$ cat src/rtl/assert_macros.svh
// Assertion macros shared by the motion detector RTL.
// No dependencies; included by modules that carry concurrent assertions.
`ifndef ASSERT_MACROS_SVH
`define ASSERT_MACROS_SVH

// Property that holds at every rising clock edge outside reset.
`define AMD_ASSERT(lbl, clk, rstn, prop) \
  lbl: assert property (@(posedge clk) disable iff (!(rstn)) (prop)) \
    else $error("assertion failed");

// Implication checked outside reset.
`define AMD_ASSERT_IMP(lbl, clk, rstn, ante, cons) \
  lbl: assert property (@(posedge clk) disable iff (!(rstn)) (ante) |-> (cons)) \
    else $error("implication failed");

`endif

$ cat src/rtl/amd_pkg.sv
// Shared constants and types for the accelerometer motion detector.
// No dependencies; used by every module of the block.
package amd_pkg;

  localparam int WindowLen = 10;
  localparam int SlotW = $clog2(WindowLen);
  localparam int SumW = 16 + $clog2(WindowLen);
  localparam int ValW = 16;
  localparam int WholeW = 10;
  localparam int FracW = 21;
  localparam int ThrW = 16;
  localparam logic [ThrW-1:0] ThresholdReset = 16'd250;

  // Truncating division of the millionths part by 10000 as a reciprocal product.
  localparam int FracShift = 37;
  localparam int FracRecipW = 24;
  localparam logic [FracRecipW-1:0] FracRecip = 24'd13743896;
  localparam int FracQuotW = 8;

  // Truncating division of the window sum by the window length.
  localparam int MeanShift = 28;
  localparam longint MeanRecipL = ((64'd1 << MeanShift) + WindowLen - 1) / WindowLen;
  localparam logic [MeanShift-1:0] MeanRecip = MeanShift'(MeanRecipL);
  localparam logic [SlotW-1:0] SlotLast = SlotW'(WindowLen - 1);

  typedef struct packed {
    logic en1;
    logic en2;
    logic en3;
    logic en4;
    logic upd;
    logic [SlotW-1:0] slot;
  } pipe_ctl_t;

endpackage

$ cat src/rtl/amd_ctrl.sv
// Pipeline control: stage valid bits, per-stage enables and the ring write slot.
// Depends on amd_pkg and assert_macros.svh.
`include "assert_macros.svh"

module amd_ctrl (
  input  logic                 clk_i,
  input  logic                 rst_ni,
  input  logic                 in_valid_i,
  input  logic                 out_ready_i,
  output logic                 in_ready_o,
  output logic                 out_valid_o,
  output amd_pkg::pipe_ctl_t   ctl_o
);

  logic [3:0] vld_q, vld_d;
  logic [amd_pkg::SlotW-1:0] slot_q, slot_d;
  logic en1, en2, en3, en4, upd;

  always_comb begin
    en4 = !vld_q[3] || out_ready_i;
    en3 = !vld_q[2] || en4;
    en2 = !vld_q[1] || en3;
    en1 = !vld_q[0] || en2;
    upd = vld_q[0] && en2;
    vld_d = vld_q;
    if (en1) vld_d[0] = in_valid_i;
    if (en2) vld_d[1] = vld_q[0];
    if (en3) vld_d[2] = vld_q[1];
    if (en4) vld_d[3] = vld_q[2];
    slot_d = slot_q;
    if (upd) begin
      slot_d = (slot_q == amd_pkg::SlotLast) ? '0 : slot_q + 1'b1;
    end
  end

  always_ff @(posedge clk_i or negedge rst_ni) begin
    if (!rst_ni) begin
      vld_q  <= '0;
      slot_q <= '0;
    end else begin
      vld_q  <= vld_d;
      slot_q <= slot_d;
    end
  end

  assign in_ready_o  = en1;
  assign out_valid_o = vld_q[3];
  assign ctl_o = '{en1: en1, en2: en2, en3: en3, en4: en4, upd: upd, slot: slot_q};

  `AMD_ASSERT(slot_in_window, clk_i, rst_ni, slot_q <= amd_pkg::SlotLast)
  `AMD_ASSERT_IMP(slot_advances, clk_i, rst_ni, upd && slot_q != amd_pkg::SlotLast, ##1 slot_q == $past(slot_q) + 1'b1)
  `AMD_ASSERT_IMP(result_held, clk_i, rst_ni, vld_q[3] && !out_ready_i, ##1 vld_q[3])

endmodule

$ cat config.mk
export PLATFORM = sky130hd
export DESIGN_NAME = amd_ctrl
export DESIGN_NICKNAME = d
export VERILOG_FILES = /design/src/rtl/amd_pkg.sv /design/src/rtl/amd_ctrl.sv
export VERILOG_INCLUDE_DIRS = /design/src /design/src/rtl
export SDC_FILE = /design/constraint.sdc
export NUM_CORES = 1
export LEC_CHECK = 0
export BUFFER_PORTS_ARGS = -buffer_cell sky130_fd_sc_hd__buf_2
export CORE_AREA = 2 2 39 41
export CTS_BUF_LIST = sky130_fd_sc_hd__clkbuf_4 sky130_fd_sc_hd__clkbuf_8
export CTS_CLUSTER_SIZE = 16
export DETAILED_ROUTE_END_ITERATION = 7
export DIE_AREA = 0 0 41 43
export HOLD_SLACK_MARGIN = 0.06
export PLACE_DENSITY = 0.57
export SLEW_MARGIN = 40
export SYNTH_ARGS = -nofsm -noshare
export SYNTH_HDL_FRONTEND = slang
export SYNTH_SLANG_ARGS = --single-unit
$ cat constraint.sdc
create_clock -name clk_i -period 1.4 [get_ports clk_i]
set_input_delay 0.14 -clock clk_i [delete_from_list [all_inputs] [get_ports clk_i]]
set_output_delay 0.14 -clock clk_i [all_outputs]
set_load 0.005 [all_outputs]
==> flow_metrics.env <==
export IMPL_drtPass1Iterations=3
export IMPL_reg2reg_from="vld_q[3]"
export IMPL_insertion_delay_ns=0.25
export IMPL_ys_top_cells_by_count="dfrtp_1 (8), buf_4 (5), nand2b_1 (3)"
export IMPL_drtAntennaViolNets=0
export IMPL_grt_usage=0.1095
export IMPL_grt_pass1_vias=291
export IMPL_combPwrFrac=0.340
export IMPL_start_util=0.2911
export IMPL_critPathRequiredTime_ns=1.26
export IMPL_ios=15
export IMPL_reg2reg_slack_ns=0.15
export IMPL_dp_hpwl_um=487.2
export IMPL_syn2layout_area_growth_pct=27.33
export IMPL_r2r_end="slot_q[3]"
export IMPL_ys_flop_type="dfrtp_1"
export IMPL_p_switching_uw=277.6
export IMPL_startpoint_type="register"
export IMPL_routed_via_count=286
export IMPL_clkPwrFrac=0.200
export IMPL_startpoint="vld_q[3]"
export IMPL_power_density_mw_per_mm2=1674
export IMPL_fin_crit_ns=1.302
export IMPL_yosysMostFrequentCell="dfrtp_1"
export IMPL_fp_dieArea_mm2=0.001763
export IMPL_syn_nets=39
export IMPL_peakVddDrop_mv=0.8372
export IMPL_relSlewSlack=0.8738
export IMPL_switching_share=0.3232
export IMPL_gp_congestion=0.7293
export IMPL_syn_inst=35
export IMPL_syn_area_per_cell_um2=11.51
export IMPL_clk_pin_slew_worst_paths_ns=0.05
export IMPL_tightest_slew_ns=0.1893
export IMPL_synthTopCellsByArea="dfrtp_1 (50%), buf_4 (9.3%), nand4b_4 (5.9%)"
export IMPL_setup_viol=0
export IMPL_place_port_buffers=14
export IMPL_max_freq_ghz=0.7680
export IMPL_yosysSeqAreaShare=0.4969
export IMPL_die_x_um=41
export IMPL_leakage_nw=0.2493
export IMPL_cts_htree_levels=1
export IMPL_finalClockSkew_ns=0.005762
export IMPL_synth_edf_count=0
export IMPL_slew_violations=0
export IMPL_first_iter_violations=14
export IMPL_die_y_um=43
export IMPL_via_per_inst=4.269
export IMPL_drc=0
export IMPL_p_int_uw=581.4
export IMPL_grt_setup_unrepaired="false"
export IMPL_fin_crit_sh=0.9300
export IMPL_whs_ns=0.07584
export IMPL_syn_area_um2=402.9
export IMPL_setup_tns_ns=0
export IMPL_synth_top_area_frac=0.4969
export IMPL_grt_max_degree=9
export IMPL_cts_buffers_inserted=3
export IMPL_yosysTopAreaCell="dfrtp_1"
export IMPL_hp_class="in2reg"
export IMPL_endpoint="ctl_o[8]"
export IMPL_critical_path_class="reg2out"
export IMPL_clock_root_buffer="clkbuf_4"
export IMPL_status="finished clean"
export IMPL_critPathMaxFanout=5
export IMPL_cts_tree="yes"
export IMPL_synth_seq_cells=8
export IMPL_ys_async_sr_fraction=1.000
export IMPL_hold_viol=0
export IMPL_synth_cell_types=20
export IMPL_cts_sinks=8
export IMPL_grt_overflow_total=0
export IMPL_rr_worst_depth=4
export IMPL_antenna_cells=0
export IMPL_rows=14
export IMPL_grt_pass1_wl_um=1214
export IMPL_seqPwrFrac=0.461
export IMPL_synth_warnings=0
export IMPL_final_util=0.3707
export IMPL_antenna_found_initial=0
export IMPL_cts_buffer_depth=2
export IMPL_end_kind="output port"
export IMPL_routed_wl_um=686
export IMPL_maxCapViolations=0
export IMPL_coreArea_mm2=0.001384
export IMPL_routedWlPerCell_um=10.24
export IMPL_layout_drive_gt1_share=0.4510
export IMPL_critPathArrivalTime_ns=1.16
export IMPL_layout_nets=57
## routing by layer
| metal | vias up | track usage | wire length, um |
|---|---|---|---|
| met5 | - | 0 | 0 |
| met2 | 12 | 0.1375 | 303 |
| met3 | 0 | 0.06283 | 52 |
| met4 | 0 | 0.08000 | 0 |
| li1 | 147 | - | - |
| met1 | 127 | 0.1329 | 329 |
## through the flow
step	instance area, um^2	setup WS, ns	instances	power, mW
4_1_cts	510.5	0.01566	67	0.8764
3_5_place_dp	455.4	0.2334	60	0.6774
5_1_grt	513.0	0.01943	67	0.9489
2_1_floorplan	402.9	0.2541	35	0.5802
6_report	513.0	0.09794	67	0.8590
3_3_place_gp	455.4	0.2438	60	0.6770
## worst min path at each step
stage,from,to,slack [ns],cells past startpoint
floorplan,rst_ni,slot_q[0],-0.16,0
global placement,rst_ni,slot_q[2],-0.004,1
detailed placement,rst_ni,slot_q[2],-0.01,1
CTS,in_valid_i,vld_q[0],0.06,2
global route,in_valid_i,vld_q[0],0.07,2
finish,in_valid_i,vld_q[0],0.08,2
## area by class of cell
class                      instances  area (um^2)
timing repair buffer              18        102.6
tap                               16        20.02
sequential                         8        200.2
clock buffer                       3        22.52
inverter                           2        7.507
multi-input combinational         20        160.2
fill                             143        870.8
## repair_timing
| item | in CTS | in global routing |
|---|---|---|
| hold buffers | 1 | 0 |
| setup endpoints to repair | 2 | 2 |
| setup buffers | 3 | 0 |
| endpoints found under the hold margin | 8 | 0 |
| resized for setup | 0 | 1 |
| pin swaps | 1 | 0 |
## registers in the layout, summed over array words and instances (netlist names)
name,cells
slot_q,4
vld_q,4
## cells in the final DEF (no fill, tap or decap)
master / netlist / layout
dfrtp_1: 8 / 8
nand4_1: 1 / 1
and2_1: 1 / 1
xor2_1: 1 / 1
clkbuf_4: 0 / 3
nor2b_1: 2 / 2
nand4b_4: 1 / 1
nand2_1: 1 / 1
buf_2: 0 / 14
a41o_1: 1 / 1
a22o_1: 1 / 1
nand2b_1: 3 / 3
nand3b_1: 1 / 1
or2b_1: 1 / 1
buf_4: 5 / 3
nand3_1: 1 / 1
or2_4: 0 / 1
o2111ai_1: 1 / 1
xnor2_1: 1 / 1
mux2_2: 1 / 1
dlygate4sd3_1: 0 / 1
nor2_1: 1 / 1
inv_1: 2 / 2
## power by group through the flow
stage          clock, mW  combinational [mW]  sequential (mW)
6_report           0.172               0.292            0.396
5_1_grt            0.205               0.332            0.413
4_1_cts            0.186               0.293            0.397
3_5_place_dp           0               0.275            0.402
3_3_place_gp           0               0.276            0.401
2_1_floorplan          0               0.185            0.395
## cell families after synthesis
| logic type | Yosys count | share of synthesized area |
|---|---|---|
| compound gates | 3 | 0.06833 |
| buf+inv | 7 | 0.1118 |
| flops | 8 | 0.4969 |
| mux | 1 | 0.02795 |
| xor+xnor | 2 | 0.04349 |
| simple gates | 14 | 0.2516 |
## worst max-delay path: stages (launching register included)
cell	delay [ns]
dfrtp_1	0.39
nand4b_4	0.15
or2_4	0.26
buf_2	0.12
Power figures use the tool's default switching activity.
