File: src/rtl/assert_macros.svh
// Assertion macros shared by the motion detector RTL.
// No dependencies; included by modules that carry concurrent assertions.
`ifndef ASSERT_MACROS_SVH
`define ASSERT_MACROS_SVH

// Property that holds at every rising clock edge outside reset.
`define AMD_ASSERT(lbl, clk, rstn, prop) \
  lbl: assert property (@(posedge clk) disable iff (!(rstn)) (prop)) \
    else $error("assertion failed");

// Implication checked outside reset.
`define AMD_ASSERT_IMP(lbl, clk, rstn, ante, cons) \
  lbl: assert property (@(posedge clk) disable iff (!(rstn)) (ante) |-> (cons)) \
    else $error("implication failed");

`endif

File: src/rtl/amd_pkg.sv
// Shared constants and types for the accelerometer motion detector.
// No dependencies; used by every module of the block.
package amd_pkg;

  localparam int WindowLen = 10;
  localparam int SlotW = $clog2(WindowLen);
  localparam int SumW = 16 + $clog2(WindowLen);
  localparam int ValW = 16;
  localparam int WholeW = 10;
  localparam int FracW = 21;
  localparam int ThrW = 16;
  localparam logic [ThrW-1:0] ThresholdReset = 16'd250;

  // Truncating division of the millionths part by 10000 as a reciprocal product.
  localparam int FracShift = 37;
  localparam int FracRecipW = 24;
  localparam logic [FracRecipW-1:0] FracRecip = 24'd13743896;
  localparam int FracQuotW = 8;

  // Truncating division of the window sum by the window length.
  localparam int MeanShift = 28;
  localparam longint MeanRecipL = ((64'd1 << MeanShift) + WindowLen - 1) / WindowLen;
  localparam logic [MeanShift-1:0] MeanRecip = MeanShift'(MeanRecipL);
  localparam logic [SlotW-1:0] SlotLast = SlotW'(WindowLen - 1);

  typedef struct packed {
    logic en1;
    logic en2;
    logic en3;
    logic en4;
    logic upd;
    logic [SlotW-1:0] slot;
  } pipe_ctl_t;

endpackage

File: src/rtl/amd_lane.sv
// One axis lane: value conversion, ring history with running sum, mean and threshold test.
// Depends on amd_pkg and assert_macros.svh; driven by amd_ctrl through pipe_ctl_t.
`include "assert_macros.svh"

module amd_lane (
  input  logic                              clk_i,
  input  logic                              rst_ni,
  input  amd_pkg::pipe_ctl_t                ctl_i,
  input  logic signed [amd_pkg::WholeW-1:0] whole_i,
  input  logic signed [amd_pkg::FracW-1:0]  frac_i,
  input  logic [amd_pkg::ThrW-1:0]          thresh_i,
  output logic signed [amd_pkg::ValW-1:0]   value_o,
  output logic                              motion_o
);

  localparam int FracProdW = amd_pkg::FracW + amd_pkg::FracRecipW;
  localparam int MeanProdW = amd_pkg::SumW + amd_pkg::MeanShift;

  logic [amd_pkg::FracW-1:0] frac_mag;
  logic [FracProdW-1:0] frac_prod;
  logic frac_neg_q;
  logic [amd_pkg::FracQuotW-1:0] quot_q;
  logic signed [16:0] wh_q;

  logic signed [16:0] quot_s, val_sum;
  logic signed [amd_pkg::ValW-1:0] value;
  logic signed [amd_pkg::ValW-1:0] hist_q [amd_pkg::WindowLen];
  logic signed [amd_pkg::SumW-1:0] sum_q, sum_d;
  logic signed [amd_pkg::ValW-1:0] val2_q;

  logic [amd_pkg::SumW-1:0] sum_mag;
  logic [MeanProdW-1:0] mean_prod;
  logic [amd_pkg::ValW-1:0] mean_mag_q;
  logic mean_neg_q;
  logic signed [amd_pkg::ValW-1:0] val3_q;

  logic signed [17:0] mean_s, diff;
  logic [17:0] diff_abs;
  logic signed [amd_pkg::ValW-1:0] val4_q;
  logic mot_q;

  assign frac_mag  = frac_i[amd_pkg::FracW-1] ? amd_pkg::FracW'(-frac_i) : frac_i;
  assign frac_prod = FracProdW'(frac_mag) * FracProdW'(amd_pkg::FracRecip);

  always_ff @(posedge clk_i) begin
    if (ctl_i.en1) begin
      frac_neg_q <= frac_i[amd_pkg::FracW-1];
      quot_q     <= frac_prod[amd_pkg::FracShift +: amd_pkg::FracQuotW];
      wh_q       <= 17'(whole_i) * 17'sd100;
    end
  end

  always_comb begin
    quot_s  = frac_neg_q ? -$signed({9'b0, quot_q}) : $signed({9'b0, quot_q});
    val_sum = wh_q + quot_s;
    value   = val_sum[amd_pkg::ValW-1:0];
    sum_d   = sum_q - amd_pkg::SumW'(hist_q[ctl_i.slot]) + amd_pkg::SumW'(value);
  end

  always_ff @(posedge clk_i or negedge rst_ni) begin
    if (!rst_ni) begin
      for (int i = 0; i < amd_pkg::WindowLen; i++) hist_q[i] <= '0;
      sum_q <= '0;
    end else if (ctl_i.upd) begin
      hist_q[ctl_i.slot] <= value;
      sum_q <= sum_d;
    end
  end

  always_ff @(posedge clk_i) begin
    if (ctl_i.en2) val2_q <= value;
  end

  assign sum_mag   = sum_q[amd_pkg::SumW-1] ? amd_pkg::SumW'(-sum_q) : sum_q;
  assign mean_prod = MeanProdW'(sum_mag) * MeanProdW'(amd_pkg::MeanRecip);

  always_ff @(posedge clk_i) begin
    if (ctl_i.en3) begin
      mean_neg_q <= sum_q[amd_pkg::SumW-1];
      mean_mag_q <= mean_prod[amd_pkg::MeanShift +: amd_pkg::ValW];
      val3_q     <= val2_q;
    end
  end

  always_comb begin
    mean_s   = mean_neg_q ? -$signed({2'b0, mean_mag_q}) : $signed({2'b0, mean_mag_q});
    diff     = 18'(val3_q) - mean_s;
    diff_abs = diff[17] ? 18'(-diff) : diff;
  end

  always_ff @(posedge clk_i) begin
    if (ctl_i.en4) begin
      val4_q <= val3_q;
      mot_q  <= diff_abs > 18'(thresh_i);
    end
  end

  assign value_o  = val4_q;
  assign motion_o = mot_q;

  `AMD_ASSERT_IMP(sum_holds, clk_i, rst_ni, !ctl_i.upd, ##1 $stable(sum_q))
  `AMD_ASSERT_IMP(upd_needs_move, clk_i, rst_ni, ctl_i.upd, ctl_i.en2)

endmodule

File: config.mk
export PLATFORM = sky130hd
export DESIGN_NAME = amd_lane
export DESIGN_NICKNAME = d
export VERILOG_FILES = /design/src/rtl/amd_pkg.sv /design/src/rtl/amd_lane.sv
export VERILOG_INCLUDE_DIRS = /design/src /design/src/rtl
export SDC_FILE = /design/constraint.sdc
export NUM_CORES = 1
export LEC_CHECK = 0
export BUFFER_PORTS_ARGS = -buffer_cell sky130_fd_sc_hd__buf_2
export CAP_MARGIN = 20
export CORE_MARGIN = 2
export CORE_UTILIZATION = 65
export CTS_BUF_LIST = sky130_fd_sc_hd__clkbuf_4
export DETAILED_ROUTE_END_ITERATION = 6
export PLACE_DENSITY = 0.89
export SETUP_SLACK_MARGIN = 0.3
export SLEW_MARGIN = 20
export SYNTH_ARGS = -nofsm -noshare
export SYNTH_HDL_FRONTEND = slang
export SYNTH_SLANG_ARGS = --single-unit
File: constraint.sdc
create_clock -name clk_i -period 15.5 [get_ports clk_i]
set_input_delay 1.55 -clock clk_i [delete_from_list [all_inputs] [get_ports clk_i]]
set_output_delay 1.55 -clock clk_i [all_outputs]
set_load 0.01 [all_outputs]
==> results.toml <==
[clock_tree]
cts.hold.buffers_added = 0
cts.path.max_buffers = 3
postCtsSetupRepairBufs = 0
cts-buffers-inserted = 67
cts_tree = "built"
post_cts_resized = 0
cts.sinks = 269
clkTransAtPathRegs_ns = 0.08
clock_latency_ns = 0.74
htreeDepth = 3
cts-root-buf = "clkbuf_4"

[floorplan]
boundaryPins = 75
dieArea_um2 = 47200
rows = 78
fp.dieW_um = 217
die_h_um = 217
initial_core_util_pct = 65.5
core_area_um2 = 45200

[sta]
setup_tns_ns = 0
hold_violations = 0
drv_slew = 0
whs_ns = 0.406
worst_pin_slew_ns = 1.06
rsz0062_at_grt = "false"
fin_crit_ns = 9.76
min_period_over_period_pct = 63.0
max_slew_margin_pct = 28.7
finClkSkew_ns = 0.0643
fmax_mhz = 102
setup-violations-final = 0

[global_route]
grt_max_degree = 113
grtUsageTotal_pct = 30.3
antenna_found_initial = 1
grt_pass1_wl_um = 113000
grt_pass1_vias = 22800
grt_remaining_overflow = 0

[critical_path]
cp-end-kind = "register"
cp_slowest_stage_delay_ns = 0.68
cp_max_fo = 11
r2r_slack_ns = 5.74
cp.arrival_ns = 10.23
reg2reg_from = "sum_q[0]$_DFFE_PN0P_"
start_kind = "register"
cp_common_cell = "inv_1"
rr_endpoint = "mean_mag_q[15]$_DFFE_PP_"
worstRegToRegCells = 30
cpMaxStageDelayCell = "xor2_1"
crit_type = "register to register"
cp_data_required_time_ns = 15.97

[yosys]
async_reset_ff_share_pct = 66.9
syn-num-nets = 3655
yosys_warnings = 0
syn_inst = 2830
seq_area_frac_synth_pct = 24.3
synth_flop_cell = "dfrtp_1"
yosysUniqueCellTypes = 70
netlist_area_um2 = 29600
synth_seq_cells = 269
synth_edf_count = 89
synth_area_per_cell_um2 = 10.5

[hold_path]
whs_path_depth = 0
hold_path.startpoint = "val2_q[3]$_DFFE_PP_"
whs_endpoint = "val3_q[3]$_DFFE_PP_"
hp-class = "register to register"

[final_layout]
layout-drive-gt1-share_pct = 11.6
final_nets = 3763
area_growth_pct = 6.85
final_cell_mix = "607 x inv_1, 455 x ha_1, 312 x fa_1, 180 x dfrtp_1, 169 x nand2_1"
final_common_cell = "inv_1"

[route]
wl_um = 68800
wl_per_cell_um = 19.2
drc = 0
vias = 21100
routed_via_density = 5.89
dr.pass1.iters = 5
drt_first_iter_violations = 1276
detail-route-antenna-nets = 0

[place]
gp_congestion = 0.975
dp_hpwl_um = 55400
portBuffers = 74

[flow_run]
cap_violations = 0

[run_status]
status = "completed"
==> cells in the mapped netlist (13+ instances only) <==
cell type / n / area (µm²)
fa_1: 312 / 6250
nor3_1: 17 / 85.1
mux2_2: 90 / 1010
and3_1: 13 / 81.3
ha_1: 455 / 5690
xnor2_1: 111 / 972
o21ai_0: 146 / 731
a22oi_1: 16 / 120
nor2_1: 63 / 236
a2bb2oi_1: 14 / 123
clkbuf_1: 52 / 195
a21oi_1: 94 / 470
inv_1: 607 / 2280
nand3_1: 22 / 110
edfxtp_1: 89 / 2670
o21a_1: 18 / 135
xor2_1: 44 / 385
nand2b_1: 20 / 125
dfrtp_1: 180 / 4500
nand4_1: 16 / 100
a21o_1: 49 / 368
o31ai_1: 17 / 128
nor2b_1: 22 / 138
mux4_2: 32 / 721
nand2_1: 169 / 634
==> kinds of logic after synthesis <==
kind of cell,share of synthesized area [%]
buf+inv,8.50
compound gates,9.78
flops,24.3
xor+xnor,4.70
mux,5.96
fa+ha+maj,40.4
simple gates,6.43
==> sequential cells by signal, indices dropped and copies added, names as in the netlist <==
register,flops
frac_neg_q,1
val3_q,16
quot_q,8
mean_mag_q,16
sum_q,20
hist_q,160
val2_q,16
value_o,16
motion_o,1
mean_neg_q,1
wh_q,14
==> critical path: cells and delay by family, from the launching register on <==
family,cells,cell delay (ns)
AOI/OAI and AO/OA,8,2.48
xor gates and xnor gates,2,0.84
adders and majority gates,8,3.48
buffers and inverters,7,1.16
DFF,1,0.67
and+or+nand+nor,5,0.87
==> stage by stage <==
step	cell area [µm²]	instances	worst slack [ns]	utilization [%]
2_1_floorplan	29600	2830	6.61	-
3_3_place_gp	30700	3468	5.81	67.9
3_5_place_dp	30700	3468	5.67	67.9
4_1_cts	31600	3588	5.89	69.9
5_1_grt	31600	3590	5.05	69.9
6_report	31600	3590	5.74	69.9
==> final cells by class <==
type                            count  area [µm²]
Clock inverter                     23         190
Fill cell                        3112       13600
Clock buffer                       97         728
Antenna cell                        1        2.50
Multi-Input combinational cell   1893       19900
Timing Repair Buffer               99         571
Sequential cell                   269        7180
Tap cell                          600         751
Inverter                          608        2280
==> layer usage <==
| layer | up-vias | part of all wire, % | track usage [%] |
|---|---|---|---|
| li1 | 9670 | - | - |
| met1 | 10600 | 40 | 38.1 |
| met2 | 730 | 51 | 53.0 |
| met3 | 165 | 6.1 | 5.38 |
| met4 | 0 | 3.2 | 10.2 |
| met5 | - | 0 | 0 |
==> worst max path at each step <==
stage	startpoint	endpoint	cells after the start
after floorplan	frac_i[6]	quot_q[6]$_DFFE_PP_	33
after detailed placement	frac_i[6]	quot_q[6]$_DFFE_PP_	34
final	sum_q[0]$_DFFE_PN0P_	mean_mag_q[15]$_DFFE_PP_	30
after global placement	frac_i[6]	quot_q[6]$_DFFE_PP_	34
after global routing	sum_q[0]$_DFFE_PN0P_	mean_mag_q[15]$_DFFE_PP_	30
after CTS	sum_q[0]$_DFFE_PN0P_	mean_mag_q[15]$_DFFE_PP_	30
Power is left out: the tool's default activity adds up to more than one toggle a clock period on the data nets, which glitch-free logic cannot reach.
